**src/rtl/core/sha256_byte_stream_hasher_assert.svh**
```systemverilog
// ----------------------------------------------------------------------------
// sha256_byte_stream_hasher_assert.svh
// Assertion macros for the SHA-256 byte-stream hasher. They use the clock clk
// and the active-low reset arst_n of the including module.
// ----------------------------------------------------------------------------
`ifndef SHA256_BYTE_STREAM_HASHER_ASSERT_SVH
`define SHA256_BYTE_STREAM_HASHER_ASSERT_SVH

// Condition must never hold at a clock edge.
`define SBH_ASSERT_NEVER(label, cond, msg) \
	label: assert property (@(posedge clk) disable iff (!arst_n) !(cond)) \
		else $error(msg);

// Consequent must hold in the cycle after the antecedent.
`define SBH_ASSERT_NEXT(label, ante, cons, msg) \
	label: assert property (@(posedge clk) disable iff (!arst_n) (ante) |=> (cons)) \
		else $error(msg);

`endif

```
**src/rtl/core/sha_bsh_pkg.sv**
```systemverilog
// ----------------------------------------------------------------------------
// sha_bsh_pkg
// Types, beat structs and SHA-256 constants shared by the byte-stream hasher.
// ----------------------------------------------------------------------------
package sha_bsh_pkg;

	localparam int unsigned BLOCK_BYTES  = 64;
	localparam int unsigned ROUNDS       = 64;
	localparam int unsigned LEN_POS      = 56;
	localparam int unsigned DIGEST_WORDS = 8;
	localparam logic [7:0]  PAD_BYTE     = 8'h80;

	typedef logic [31:0]      word_t;
	typedef logic [7:0][31:0] hash_t;   // index 0 is the least significant word

	// Input beat
	typedef struct packed {
		logic [7:0] msg_byte;
		logic       byte_valid;
		logic       end_of_message;
	} msg_beat_t;

	// Output beat
	typedef struct packed {
		word_t      digest_word;
		logic [2:0] word_index;
		logic       last_word;
	} dig_beat_t;

	// Commands to the message schedule / block buffer
	typedef struct packed {
		logic        shift_byte;
		logic        shift_len;
		logic        step;
		logic [7:0]  data;
		logic [63:0] len;
	} sched_ctl_t;

	// Commands to the round unit
	typedef struct packed {
		logic       init;
		logic       load;
		logic       step;
		logic       fold;
		logic [5:0] rnd;
	} round_ctl_t;

	// Initial hash value, word 0 in the low slot
	localparam hash_t HASH_IV = {
		32'h5be0cd19, 32'h1f83d9ab, 32'h9b05688c, 32'h510e527f,
		32'ha54ff53a, 32'h3c6ef372, 32'hbb67ae85, 32'h6a09e667};

	// Round constants
	localparam word_t ROUND_K [ROUNDS] = '{
		32'h428a2f98, 32'h71374491, 32'hb5c0fbcf, 32'he9b5dba5,
		32'h3956c25b, 32'h59f111f1, 32'h923f82a4, 32'hab1c5ed5,
		32'hd807aa98, 32'h12835b01, 32'h243185be, 32'h550c7dc3,
		32'h72be5d74, 32'h80deb1fe, 32'h9bdc06a7, 32'hc19bf174,
		32'he49b69c1, 32'hefbe4786, 32'h0fc19dc6, 32'h240ca1cc,
		32'h2de92c6f, 32'h4a7484aa, 32'h5cb0a9dc, 32'h76f988da,
		32'h983e5152, 32'ha831c66d, 32'hb00327c8, 32'hbf597fc7,
		32'hc6e00bf3, 32'hd5a79147, 32'h06ca6351, 32'h14292967,
		32'h27b70a85, 32'h2e1b2138, 32'h4d2c6dfc, 32'h53380d13,
		32'h650a7354, 32'h766a0abb, 32'h81c2c92e, 32'h92722c85,
		32'ha2bfe8a1, 32'ha81a664b, 32'hc24b8b70, 32'hc76c51a3,
		32'hd192e819, 32'hd6990624, 32'hf40e3585, 32'h106aa070,
		32'h19a4c116, 32'h1e376c08, 32'h2748774c, 32'h34b0bcb5,
		32'h391c0cb3, 32'h4ed8aa4a, 32'h5b9cca4f, 32'h682e6ff3,
		32'h748f82ee, 32'h78a5636f, 32'h84c87814, 32'h8cc70208,
		32'h90befffa, 32'ha4506ceb, 32'hbef9a3f7, 32'hc67178f2};

endpackage

```
**src/rtl/core/sha_bsh_sched.sv**
```systemverilog
// ----------------------------------------------------------------------------
// sha_bsh_sched
// Block buffer and message schedule in one 512-bit shift register. Bytes and
// the length field shift in from the bottom; during the rounds the window
// shifts one word per cycle and appends the next schedule word.
// ----------------------------------------------------------------------------
module sha_bsh_sched
	import sha_bsh_pkg::*;
(
	input  logic       clk,
	input  sched_ctl_t ctl,
	output word_t      w_t
);

	localparam int unsigned WIN_BITS = BLOCK_BYTES * 8;

	logic [WIN_BITS-1:0] win_q;
	word_t               w_next;

	function automatic word_t small_sigma0(input word_t x);
		return {x[6:0], x[31:7]} ^ {x[17:0], x[31:18]} ^ {3'b000, x[31:3]};
	endfunction

	function automatic word_t small_sigma1(input word_t x);
		return {x[16:0], x[31:17]} ^ {x[18:0], x[31:19]} ^ {10'd0, x[31:10]};
	endfunction

	// Top word is W[t]; word 14 is W[t+1], word 6 W[t+9], word 1 W[t+14]
	assign w_t = win_q[32*15 +: 32];

	always_comb begin
		w_next = small_sigma1(win_q[32*1 +: 32]) + win_q[32*6 +: 32]
			+ small_sigma0(win_q[32*14 +: 32]) + win_q[32*15 +: 32];
	end

	// Payload only, no reset
	always_ff @(posedge clk) begin
		if (ctl.shift_byte) begin
			win_q <= {win_q[WIN_BITS-9:0], ctl.data};
		end else if (ctl.shift_len) begin
			win_q <= {win_q[WIN_BITS-65:0], ctl.len};
		end else if (ctl.step) begin
			win_q <= {win_q[WIN_BITS-33:0], w_next};
		end
	end

endmodule

```
**src/rtl/core/sha_bsh_round.sv**
```systemverilog
// ----------------------------------------------------------------------------
// sha_bsh_round
// Shared SHA-256 round unit: working variables a..h updated one round per
// cycle, plus the chaining hash words with their feed-forward add.
// ----------------------------------------------------------------------------
module sha_bsh_round
	import sha_bsh_pkg::*;
(
	input  logic       clk,
	input  logic       arst_n,
	input  round_ctl_t ctl,
	input  word_t      w_t,
	output hash_t      hash
);

	hash_t hash_q;
	hash_t v_q;     // v_q[0] = a ... v_q[7] = h
	word_t bs0, bs1, ch, mj, t1;

	function automatic word_t big_sigma0(input word_t x);
		return {x[1:0], x[31:2]} ^ {x[12:0], x[31:13]} ^ {x[21:0], x[31:22]};
	endfunction

	function automatic word_t big_sigma1(input word_t x);
		return {x[5:0], x[31:6]} ^ {x[10:0], x[31:11]} ^ {x[24:0], x[31:25]};
	endfunction

	assign hash = hash_q;

	// One round of the compression function
	always_comb begin
		bs1 = big_sigma1(v_q[4]);
		ch  = (v_q[4] & v_q[5]) ^ (~v_q[4] & v_q[6]);
		t1  = v_q[7] + bs1 + ch + ROUND_K[ctl.rnd] + w_t;
		bs0 = big_sigma0(v_q[0]);
		mj  = (v_q[0] & v_q[1]) ^ (v_q[0] & v_q[2]) ^ (v_q[1] & v_q[2]);
	end

	// Chaining value
	always_ff @(posedge clk or negedge arst_n) begin
		if (!arst_n) begin
			hash_q <= HASH_IV;
		end else if (ctl.init) begin
			hash_q <= HASH_IV;
		end else if (ctl.fold) begin
			for (int i = 0; i < DIGEST_WORDS; i++) begin
				hash_q[i] <= hash_q[i] + v_q[i];
			end
		end
	end

	// Working variables
	always_ff @(posedge clk) begin
		if (ctl.load) begin
			v_q <= hash_q;
		end else if (ctl.step) begin
			v_q[7] <= v_q[6];
			v_q[6] <= v_q[5];
			v_q[5] <= v_q[4];
			v_q[4] <= v_q[3] + t1;
			v_q[3] <= v_q[2];
			v_q[2] <= v_q[1];
			v_q[1] <= v_q[0];
			v_q[0] <= t1 + bs0 + mj;
		end
	end

endmodule

```
**src/rtl/core/sha256_byte_stream_hasher.sv**
```systemverilog
// ----------------------------------------------------------------------------
// sha256_byte_stream_hasher
// SHA-256 over a byte stream, one shared round unit under a small sequencer.
//
// Input channel msg (msg_valid/msg_ready): one beat carries one message byte
// (byte_valid) and/or the end mark (end_of_message). A beat with neither is
// dropped. Output channel dig (dig_valid/dig_ready): eight beats per message,
// digest words 0..7, last_word set on word 7.
// The 64th byte of a block starts the compression: a load, 64 rounds and a
// feed-forward, with the single round unit doing one round per cycle;
// msg_ready is low meanwhile. An end beat with n bytes in the block pads one
// byte per cycle (0x80, then zeros up to byte 56), adds the length and
// compresses; for n of 56 or more the padding spills into a second block.
// An end beat that carries the 64th byte first compresses the full block.
// The first digest beat is registered after the last fold; further words
// follow one per cycle while dig_ready is high. A stalled receiver holds the
// digest beat and the block takes no input until the last word is taken;
// then the hash state returns to the initial value. Reset clears control
// state and the hash.
// ----------------------------------------------------------------------------
`include "sha256_byte_stream_hasher_assert.svh"

module sha256_byte_stream_hasher
	import sha_bsh_pkg::*;
(
	input  logic      clk,
	input  logic      arst_n,
	input  logic      msg_valid,
	output logic      msg_ready,
	input  msg_beat_t msg,
	output logic      dig_valid,
	input  logic      dig_ready,
	output dig_beat_t dig
);

	typedef enum logic [2:0] {
		S_IDLE,
		S_PAD,
		S_LOAD,
		S_ROUND,
		S_FOLD,
		S_OUT
	} state_t;

	state_t      state_q;
	logic [5:0]  fill_q;
	logic [60:0] byte_cnt_q;
	logic        fin_q;
	logic        mark_q;
	logic        len_done_q;
	logic [5:0]  rnd_q;
	logic [2:0]  idx_q;
	logic        dig_valid_q;
	dig_beat_t   dig_q;

	logic        msg_take;
	logic        dig_take;
	logic        len_pos;
	logic        block_full;
	sched_ctl_t  sched_ctl;
	round_ctl_t  round_ctl;
	word_t       w_t;
	hash_t       hash;

	assign msg_ready = (state_q == S_IDLE);
	assign msg_take  = msg_valid && msg_ready;
	assign dig_valid = dig_valid_q;
	assign dig       = dig_q;
	assign dig_take  = dig_valid_q && dig_ready;

	// Padding position checks
	assign len_pos    = mark_q && (fill_q == 6'(LEN_POS));
	assign block_full = (fill_q == 6'(BLOCK_BYTES - 1));

	// Datapath commands
	always_comb begin
		sched_ctl.shift_byte = (msg_take && msg.byte_valid)
			|| (state_q == S_PAD && !len_pos);
		sched_ctl.shift_len  = (state_q == S_PAD) && len_pos;
		sched_ctl.step       = (state_q == S_ROUND);
		sched_ctl.data       = (state_q == S_IDLE) ? msg.msg_byte
			: (mark_q ? 8'h00 : PAD_BYTE);
		sched_ctl.len        = {byte_cnt_q, 3'b000};

		round_ctl.init = (state_q == S_OUT) && dig_take && dig_q.last_word;
		round_ctl.load = (state_q == S_LOAD);
		round_ctl.step = (state_q == S_ROUND);
		round_ctl.fold = (state_q == S_FOLD);
		round_ctl.rnd  = rnd_q;
	end

	sha_bsh_sched u_sched (
		.clk (clk),
		.ctl (sched_ctl),
		.w_t (w_t)
	);

	sha_bsh_round u_round (
		.clk    (clk),
		.arst_n (arst_n),
		.ctl    (round_ctl),
		.w_t    (w_t),
		.hash   (hash)
	);

	// Sequencer and output register
	always_ff @(posedge clk or negedge arst_n) begin
		if (!arst_n) begin
			state_q     <= S_IDLE;
			fill_q      <= '0;
			byte_cnt_q  <= '0;
			fin_q       <= 1'b0;
			mark_q      <= 1'b0;
			len_done_q  <= 1'b0;
			rnd_q       <= '0;
			idx_q       <= '0;
			dig_valid_q <= 1'b0;
			dig_q       <= '0;
		end else begin
			unique case (state_q)
				S_IDLE: begin
					if (msg_take) begin
						fin_q <= msg.end_of_message;
						if (msg.byte_valid) begin
							byte_cnt_q <= byte_cnt_q + 61'd1;
							fill_q     <= fill_q + 6'd1;
						end
						if (msg.byte_valid && block_full) begin
							state_q <= S_LOAD;
						end else if (msg.end_of_message) begin
							state_q <= S_PAD;
						end
					end
				end
				S_PAD: begin
					if (len_pos) begin
						fill_q     <= '0;
						len_done_q <= 1'b1;
						state_q    <= S_LOAD;
					end else begin
						mark_q <= 1'b1;
						fill_q <= fill_q + 6'd1;
						if (block_full) begin
							state_q <= S_LOAD;
						end
					end
				end
				S_LOAD: begin
					rnd_q   <= '0;
					state_q <= S_ROUND;
				end
				S_ROUND: begin
					rnd_q <= rnd_q + 6'd1;
					if (rnd_q == 6'(ROUNDS - 1)) begin
						state_q <= S_FOLD;
					end
				end
				S_FOLD: begin
					if (len_done_q) begin
						idx_q   <= '0;
						state_q <= S_OUT;
					end else if (fin_q) begin
						state_q <= S_PAD;
					end else begin
						state_q <= S_IDLE;
					end
				end
				S_OUT: begin
					if (dig_take && dig_q.last_word) begin
						dig_valid_q <= 1'b0;
						fin_q       <= 1'b0;
						mark_q      <= 1'b0;
						len_done_q  <= 1'b0;
						byte_cnt_q  <= '0;
						fill_q      <= '0;
						state_q     <= S_IDLE;
					end else if (!dig_valid_q || dig_ready) begin
						dig_q.digest_word <= hash[idx_q];
						dig_q.word_index  <= idx_q;
						dig_q.last_word   <= (idx_q == 3'(DIGEST_WORDS - 1));
						dig_valid_q       <= 1'b1;
						idx_q             <= idx_q + 3'd1;
					end
				end
				default: begin
					state_q <= S_IDLE;
				end
			endcase
		end
	end

	// Checks
	`SBH_ASSERT_NEVER(a_no_input_during_digest, msg_ready && dig_valid,
		"input open while digest pending")
	`SBH_ASSERT_NEXT(a_last_word_frees_input, dig_valid && dig_ready && dig.last_word,
		msg_ready, "no return to idle after last digest word")
	`SBH_ASSERT_NEXT(a_full_block_compresses, msg_take && msg.byte_valid && block_full,
		state_q == S_LOAD, "full block did not start compression")
	`SBH_ASSERT_NEXT(a_rounds_end_in_fold, state_q == S_ROUND && rnd_q == 6'(ROUNDS - 1),
		state_q == S_FOLD, "round count overrun")

endmodule

```
**config.mk**
```make
export PLATFORM = sky130hd
export DESIGN_NAME = sha256_byte_stream_hasher
export DESIGN_NICKNAME = d
export VERILOG_FILES = /design/src/rtl/core/sha_bsh_pkg.sv /design/src/rtl/core/sha_bsh_sched.sv /design/src/rtl/core/sha_bsh_round.sv /design/src/rtl/core/sha256_byte_stream_hasher.sv
export VERILOG_INCLUDE_DIRS = /design/src /design/src/rtl/core
export SDC_FILE = /design/constraint.sdc
export NUM_CORES = 2
export LEC_CHECK = 0
export ABC_AREA = 1
export BUFFER_PORTS_ARGS = -buffer_cell sky130_fd_sc_hd__buf_2
export CAP_MARGIN = 15
export CELL_PAD_IN_SITES_DETAIL_PLACEMENT = 1
export CELL_PAD_IN_SITES_GLOBAL_PLACEMENT = 1
export CORE_MARGIN = 4
export CORE_UTILIZATION = 25
export CTS_CLUSTER_SIZE = 20
export DETAILED_ROUTE_END_ITERATION = 8
export HOLD_SLACK_MARGIN = 0.08
export PLACE_DENSITY_LB_ADDON = 0.1
export SETUP_SLACK_MARGIN = 0.05
export SLEW_MARGIN = 20
export SYNTH_ARGS = -nofsm -noshare
export SYNTH_HDL_FRONTEND = slang
export SYNTH_SLANG_ARGS = --single-unit
```
**constraint.sdc**
```tcl
create_clock -name clk -period 24.3 [get_ports clk]
set_clock_uncertainty 0.2 [all_clocks]
set_input_delay 2.43 -clock clk [delete_from_list [all_inputs] [get_ports clk]]
set_output_delay 2.43 -clock clk [all_outputs]
set_load 0.01 [all_outputs]
```
# ---- Word-level counts from Yosys, hierarchy flattened
# Memories as Yosys holds them, arrays and structs flattened.
# Index checks and enable logic that the tools add are counted.
dict set report classes {
  addsub 22
  order_cmp 2
  n_eq_ne 20
  muxes 46
  n_bitwise 19
  reduce_logical 32
}
# op count
set ops {}
lappend ops {{$mux W512} 3}
lappend ops {{$mux W256} 4}
lappend ops {{$add A32 B32 Y32} 18}
lappend ops {{$xor A32 B32 Y32} 9}
lappend ops {{$mux W61} 3}
lappend ops {{$and A32 B32 Y32} 5}
lappend ops {{$pmux W61 S2} 1}
lappend ops {{$bmux W32 S3} 1}
lappend ops {{$mux W32} 3}
lappend ops {{$add A61 B1 Y61 const B} 1}
lappend ops {{$mux W3} 11}
lappend ops {{$not A32 Y32} 1}
lappend ops {{$xor A32 B22 Y32} 1}
lappend ops {{$xor A32 B29 Y32} 1}
lappend ops {{$mux W6} 4}
lappend ops {{$eq A6 B6 Y1 const B} 3}
lappend ops {{$pmux W3 S6} 1}
lappend ops {{$pmux W6 S3} 1}
lappend ops {{$mux W8} 2}
lappend ops {{$add A6 B1 Y6 const B} 2}
lappend ops {{$pmux W6 S2} 1}
lappend ops {{$reduce_and A3 Y1} 4}
lappend ops {{$reduce_and A4 Y1} 3}
lappend ops {{$reduce_bool A2 Y1} 6}
lappend ops {{22 further kinds} 52}
dict set report totals {
  ff_bits 1143
  rom_bits 2048
  inputBits 14
  output_inout_bits 38
  word_cells 171
  mem_count 1
}
# memory depth word_bits read_ports rd_ports_with_merged_regs write_ports line
set mem_list {}
lappend mem_list {{(no name shown)} 64 32 1 0 0 sha_bsh_round.sv:34} ;# t1 = v_q[7] + bs1 + ch + ROUND_K[ctl.rnd] + w_t;

# ---- Depth between registers and ports, before layout
dict set report logic_depth {
  depth_word 10
  mapped_depth 46
  ltp_nobuf 46
}

# ---- Modules after synthesis
# From an unflattened synthesis, not the netlist that was laid out.
dict set report unflattened {
  hier_cells 11747
  area_unflattened_um2 88598.7
}
# module n_inst cells_each area_each_um2 seq_area_each_um2
set modules_own_cells {}
lappend modules_own_cells {sha_bsh_round 1 6692 48423.9 14263.7}
lappend modules_own_cells {sha_bsh_sched 1 3641 31306.3 15374.7}
lappend modules_own_cells {sha256_byte_stream_hasher 1 1414 8868.5 2977.9}

# ---- Worst setup path before layout
# OpenSTA, ideal clock, no wires.
dict set report synth_path {
  path_kind {reg-to-reg}
  start {register state_q[1]}
  end {register u_sched.win_q[0] (enable)}
  setup_ns 0.902
  arrival_time_ns 24.835
  required_ns 23.198
  setup_slack_ns -1.637
  path_stages_with_launch 5
  path_buffers 0
  synth_period_minus_slack_ns 25.937
  cell_sequence {dfrtp_1 > inv_2 > nor2_1 > nand2_1 > nand2_1}
}
dict set report synth_via {
  elab_chain_cells 5
  elab_cells_between_ends 9
  cone_classes {2 x eq/ne; 7 x reduce/logical}
}
# element line
set synth_lines {}
lappend synth_lines {{start, declared} sha256_byte_stream_hasher.sv:45} ;# state_t state_q;
lappend synth_lines {{start signal, assigned} sha256_byte_stream_hasher.sv:109} ;# state_q <= S_IDLE;
lappend synth_lines {{start signal, assigned} sha256_byte_stream_hasher.sv:129} ;# state_q <= S_LOAD;
lappend synth_lines {{start signal, assigned} sha256_byte_stream_hasher.sv:131} ;# state_q <= S_PAD;
lappend synth_lines {{$logic_not A3 Y1} sha256_byte_stream_hasher.sv:65} ;# assign msg_ready = (state_q == S_IDLE);
lappend synth_lines {{$logic_and A1 B1 Y1} sha256_byte_stream_hasher.sv:66} ;# assign msg_take = msg_valid && msg_ready;
lappend synth_lines {{$logic_and A1 B1 Y1} sha256_byte_stream_hasher.sv:77} ;# sched_ctl.shift_byte = (msg_take && msg.byte_valid)
lappend synth_lines {{$logic_or A1 B1 Y1} sha256_byte_stream_hasher.sv:78} ;# || (state_q == S_PAD && !len_pos);
lappend synth_lines {{$reduce_bool A3 Y1 (no source line) *} n/a}
lappend synth_lines {{end signal, assigned} sha_bsh_sched.sv:39} ;# win_q <= {win_q[WIN_BITS-9:0], ctl.data};
lappend synth_lines {{end signal, assigned} sha_bsh_sched.sv:41} ;# win_q <= {win_q[WIN_BITS-65:0], ctl.len};
lappend synth_lines {{end signal, assigned} sha_bsh_sched.sv:43} ;# win_q <= {win_q[WIN_BITS-33:0], w_next};
lappend synth_lines {{end, declared} sha_bsh_sched.sv:17} ;# logic [WIN_BITS-1:0] win_q;
# Mark *: on every way between the ends. The rest lies on a longest branch, timed or not.
# A chain may end at the register's enable or synchronous reset.

# ---- Final worst setup path
dict set report layout_path {
  start {register rnd_q[1]}
  end {register u_round.v_q[30] in the netlist's numbering, data pin}
}
dict set report layout_via {
  elab_chain_cells 10
}
# element line
set layout_lines {}
lappend layout_lines {{start, declared} sha256_byte_stream_hasher.sv:51} ;# logic [5:0] rnd_q;
lappend layout_lines {{start signal, assigned} sha256_byte_stream_hasher.sv:153} ;# rnd_q <= rnd_q + 6'd1;
lappend layout_lines {{$not A6 Y7 (not written as such)} sha_bsh_round.sv:34}
lappend layout_lines {{$mem_v2 Z64 W32} n/a}
lappend layout_lines {{$mux W32 (not written as such) (2 in a row)} sha_bsh_round.sv:34}
lappend layout_lines {{$add A32 B32 Y32 (2 in a row)} sha_bsh_round.sv:34}
lappend layout_lines {{$add A32 B32 Y32 (2 in a row)} sha_bsh_round.sv:64} ;# v_q[0] <= t1 + bs0 + mj;
lappend layout_lines {{$mux W256} sha_bsh_round.sv:56} ;# end else if (ctl.step) begin
lappend layout_lines {{$mux W256} sha_bsh_round.sv:54} ;# if (ctl.load) begin
lappend layout_lines {{end signal, assigned} sha_bsh_round.sv:55} ;# v_q <= hash_q;
lappend layout_lines {{end, declared} sha_bsh_round.sv:17} ;# hash_t v_q;
# No other way between the ends. The select of a mux whose other input is x is not followed.

==> results.cfg <==
[outcome]
outcome = finished, final reports clean

[routing]
routed_wl_mm = 454
drc = 0
first_pass_iters = 5
avgViaCountPerCell = 5.18
wire_per_inst_um = 28.5
dr.first_iter.drc_count = 5924
ant_nets = 0
vias = 82500

[yosys]
ys_seq_area_share_pct = 37.6
synth.distinct_cells = 65
synth_nets = 12100
synth_area_per_cell_um2 = 7.57
ys_warn_count = 0
ys_dominant_reg_cell = edfxtp_1
async_reset_ff_share_pct = 32.8
synthCells = 11400
netlist_area_mm2 = 0.0866
synth_seq_cells = 1143
synth-edff-count = 768

[sta]
fin_ws_ns = 14.62
slew_viol_final = 0
hold_violations = 0
fin_crit_ns = 9.68
grt_setup_unrepaired = false
whs_ns = 0.276
slew_headroom_pct = 20.4
final.period_utilization_pct = 39.8
fin_tns_setup_ns = 0
setup_viol = 0
fmax_ghz = 0.103
worstMarginPinSlew_ns = 1.18

[placement]
gp_congestion = 0.919
hpwl_mm = 351
portBuffers = 51
preCtsSetupSlack_ns = 14.65

[global_routing]
grt_max_degree = 180
grt_pass1_wl_mm = 647
grt_overflow = 0
grt_pass1_vias = 85100
grt_antenna_before_repair = 27
grt_usage_pct = 24.8

[floorplanning]
pin_count = 52
dieHeight_um = 597
die_area_mm2 = 0.356
std_cell_rows = 215
coreArea_mm2 = 0.344
start_util_pct = 25.2
die_x_um = 597

[cts]
cts-buffers-inserted = 163
cts_buffer_depth = 4
cts.repair.resized = 0
cts.sinks = 1143
clk_latency_ns = 0.90
cts_root_buf = clkbuf_16
cts_setup_buffers = 0
cts_hold_buf = 0
clk_pin_slew_ns = 0.06
htree_levels = 4
cts_tree = built

[worst_setup_path]
crit_arrival_ns = 10.08
rr_worst_depth = 36
startpoint_type = flip-flop
slowest_stage = dfrtp_1
critPathMaxFanout = 13
max_stage_delay_ns = 0.67
required_ns = 24.70
critPathKind = reg2reg
path_common_cell = nand2_1
critPathCaptureType = flip-flop

[power]
vdd.ir_drop.worst_uv = 48.8
powerDensity_mw_per_mm2 = 46.5
p_leak_nw = 42.0

[final_layout]
final_common_cell = nand2_1
syn2layout_area_growth_pct = 11.6
n_fill_cell = 41200
nNetsFinal = 11900
drive_above_1_share_pct = 5.31
final_cell_mix = 2382 x nand2_1, 1423 x o21ai_0, 1322 x inv_1

[run]
maxCapViolations = 0

[min_path]
hp-class = reg2reg
min_delay_path_depth = 2
-- kinds of logic after synthesis --
family | after synthesis | share of synthesized area (%)
adder cells (fa/ha/maj) | 595 | 10.3
AO/OA/AOI/OAI | 3186 | 19.7
XOR/XNOR | 411 | 4.15
AND/OR/NAND/NOR | 4244 | 19.9
buffers and inverters | 1865 | 8.31
flip-flops | 1143 | 37.6
-- Yosys cell counts (35+ instances only) --
library cell | instances | area, µm²
a21o_1 | 57 | 428
a21oi_1 | 897 | 4490
a31oi_1 | 70 | 438
buf_1 | 35 | 131
buf_2 | 130 | 651
clkbuf_1 | 348 | 1310
dfrtp_1 | 239 | 5980
dfstp_2 | 136 | 3570
edfxtp_1 | 768 | 23100
fa_1 | 195 | 3900
ha_1 | 398 | 4980
inv_1 | 1324 | 4970
nand2_1 | 2383 | 8940
nand3_1 | 426 | 2130
nand4_1 | 131 | 820
nor2_1 | 1106 | 4150
nor3_1 | 94 | 470
o211ai_1 | 49 | 368
o21ai_0 | 1432 | 7170
o21ai_1 | 344 | 1720
o21bai_1 | 56 | 420
o22ai_1 | 117 | 732
xnor2_1 | 162 | 1420
xor2_1 | 249 | 2180
-- registers in the layout, summed over array words and instances (netlist names) --
name and flops:
len_done_q 1, mark_q 1, fill_q 6, rnd_q 6
dig 36, fin_q 1, u_sched.win_q 512, idx_q 3
u_round.hash 256, state_q 3, dig_valid 1, u_round.v_q 256
byte_cnt_q 61
-- worst paths after layout --
check	to	slack (ns)	from
worst min-delay path	dig[35]$_DFFE_PN0P_	0.28	dig[35]$_DFFE_PN0P_
worst max register to register	u_round.v_q[30]$_DFFE_PP_	14.62	rnd_q[1]$_DFFE_PN0P_
worst max-delay path	u_round.v_q[30]$_DFFE_PP_	14.62	rnd_q[1]$_DFFE_PN0P_
min in group asynchronous	u_round.hash[89]$_DFFE_PN0P_	1.34	arst_n
max in group asynchronous	u_round.hash[222]$_DFFE_PN0P_	20.41	arst_n
worst min register to register	dig[35]$_DFFE_PN0P_	0.28	dig[35]$_DFFE_PN0P_
-- layout make-up --
class	count	area [µm²]	share of cell area, %
clock inverters	72	658	0.681
clock buffers	222	4490	4.65
inverters	1338	5060	5.23
repair buffers	167	1210	1.25
multi-input cells	8436	46900	48.5
well taps	4557	5700	5.90
diodes	7	17.5	0.0181
flip-flops and latches	1143	32600	33.7
-- worst max-delay path: cells and delay by family (launching register included) --
family,cells,cell delay [ns]
flip-flops,1,0.67
AO/OA/AOI/OAI,6,1.74
adder cells (fa/ha/maj),8,3.48
AND/OR/NAND/NOR,14,2.01
XOR/XNOR,1,0.25
buffers and inverters,7,1.05
-- per-layer routing --
metal	vias up	track usage [%]	part of all wire, %
li1	38100	-	-
met4	6	7.98	3.6
met2	1708	42.8	48
met3	505	2.43	3.8
met1	42200	32.5	44
met5	-	0	0.0088
-- metrics by stage --
step                      power (mW)  utilization (%)  area, µm²  instances
after floorplan                 2.10                -      86700      11400
after global placement          2.12             26.6      91500      15600
after detailed placement        2.12             26.6      91500      15600
after CTS                       4.57             28.1      96600      15900
after global routing            4.64             28.1      96700      15900
final                           4.49             28.1      96700      15900
-- power breakdown --
part | total (mW) | internal [mW] | switching, mW
Sequential | 2.06 | 2.06 | 0
Combinational | 0.0183 | 0.00183 | 0.0165
Clock | 2.41 | 1.38 | 1.04
Total | 4.49 | 3.44 | 1.06
No activity file was read; power rests on OpenSTA's default activity.
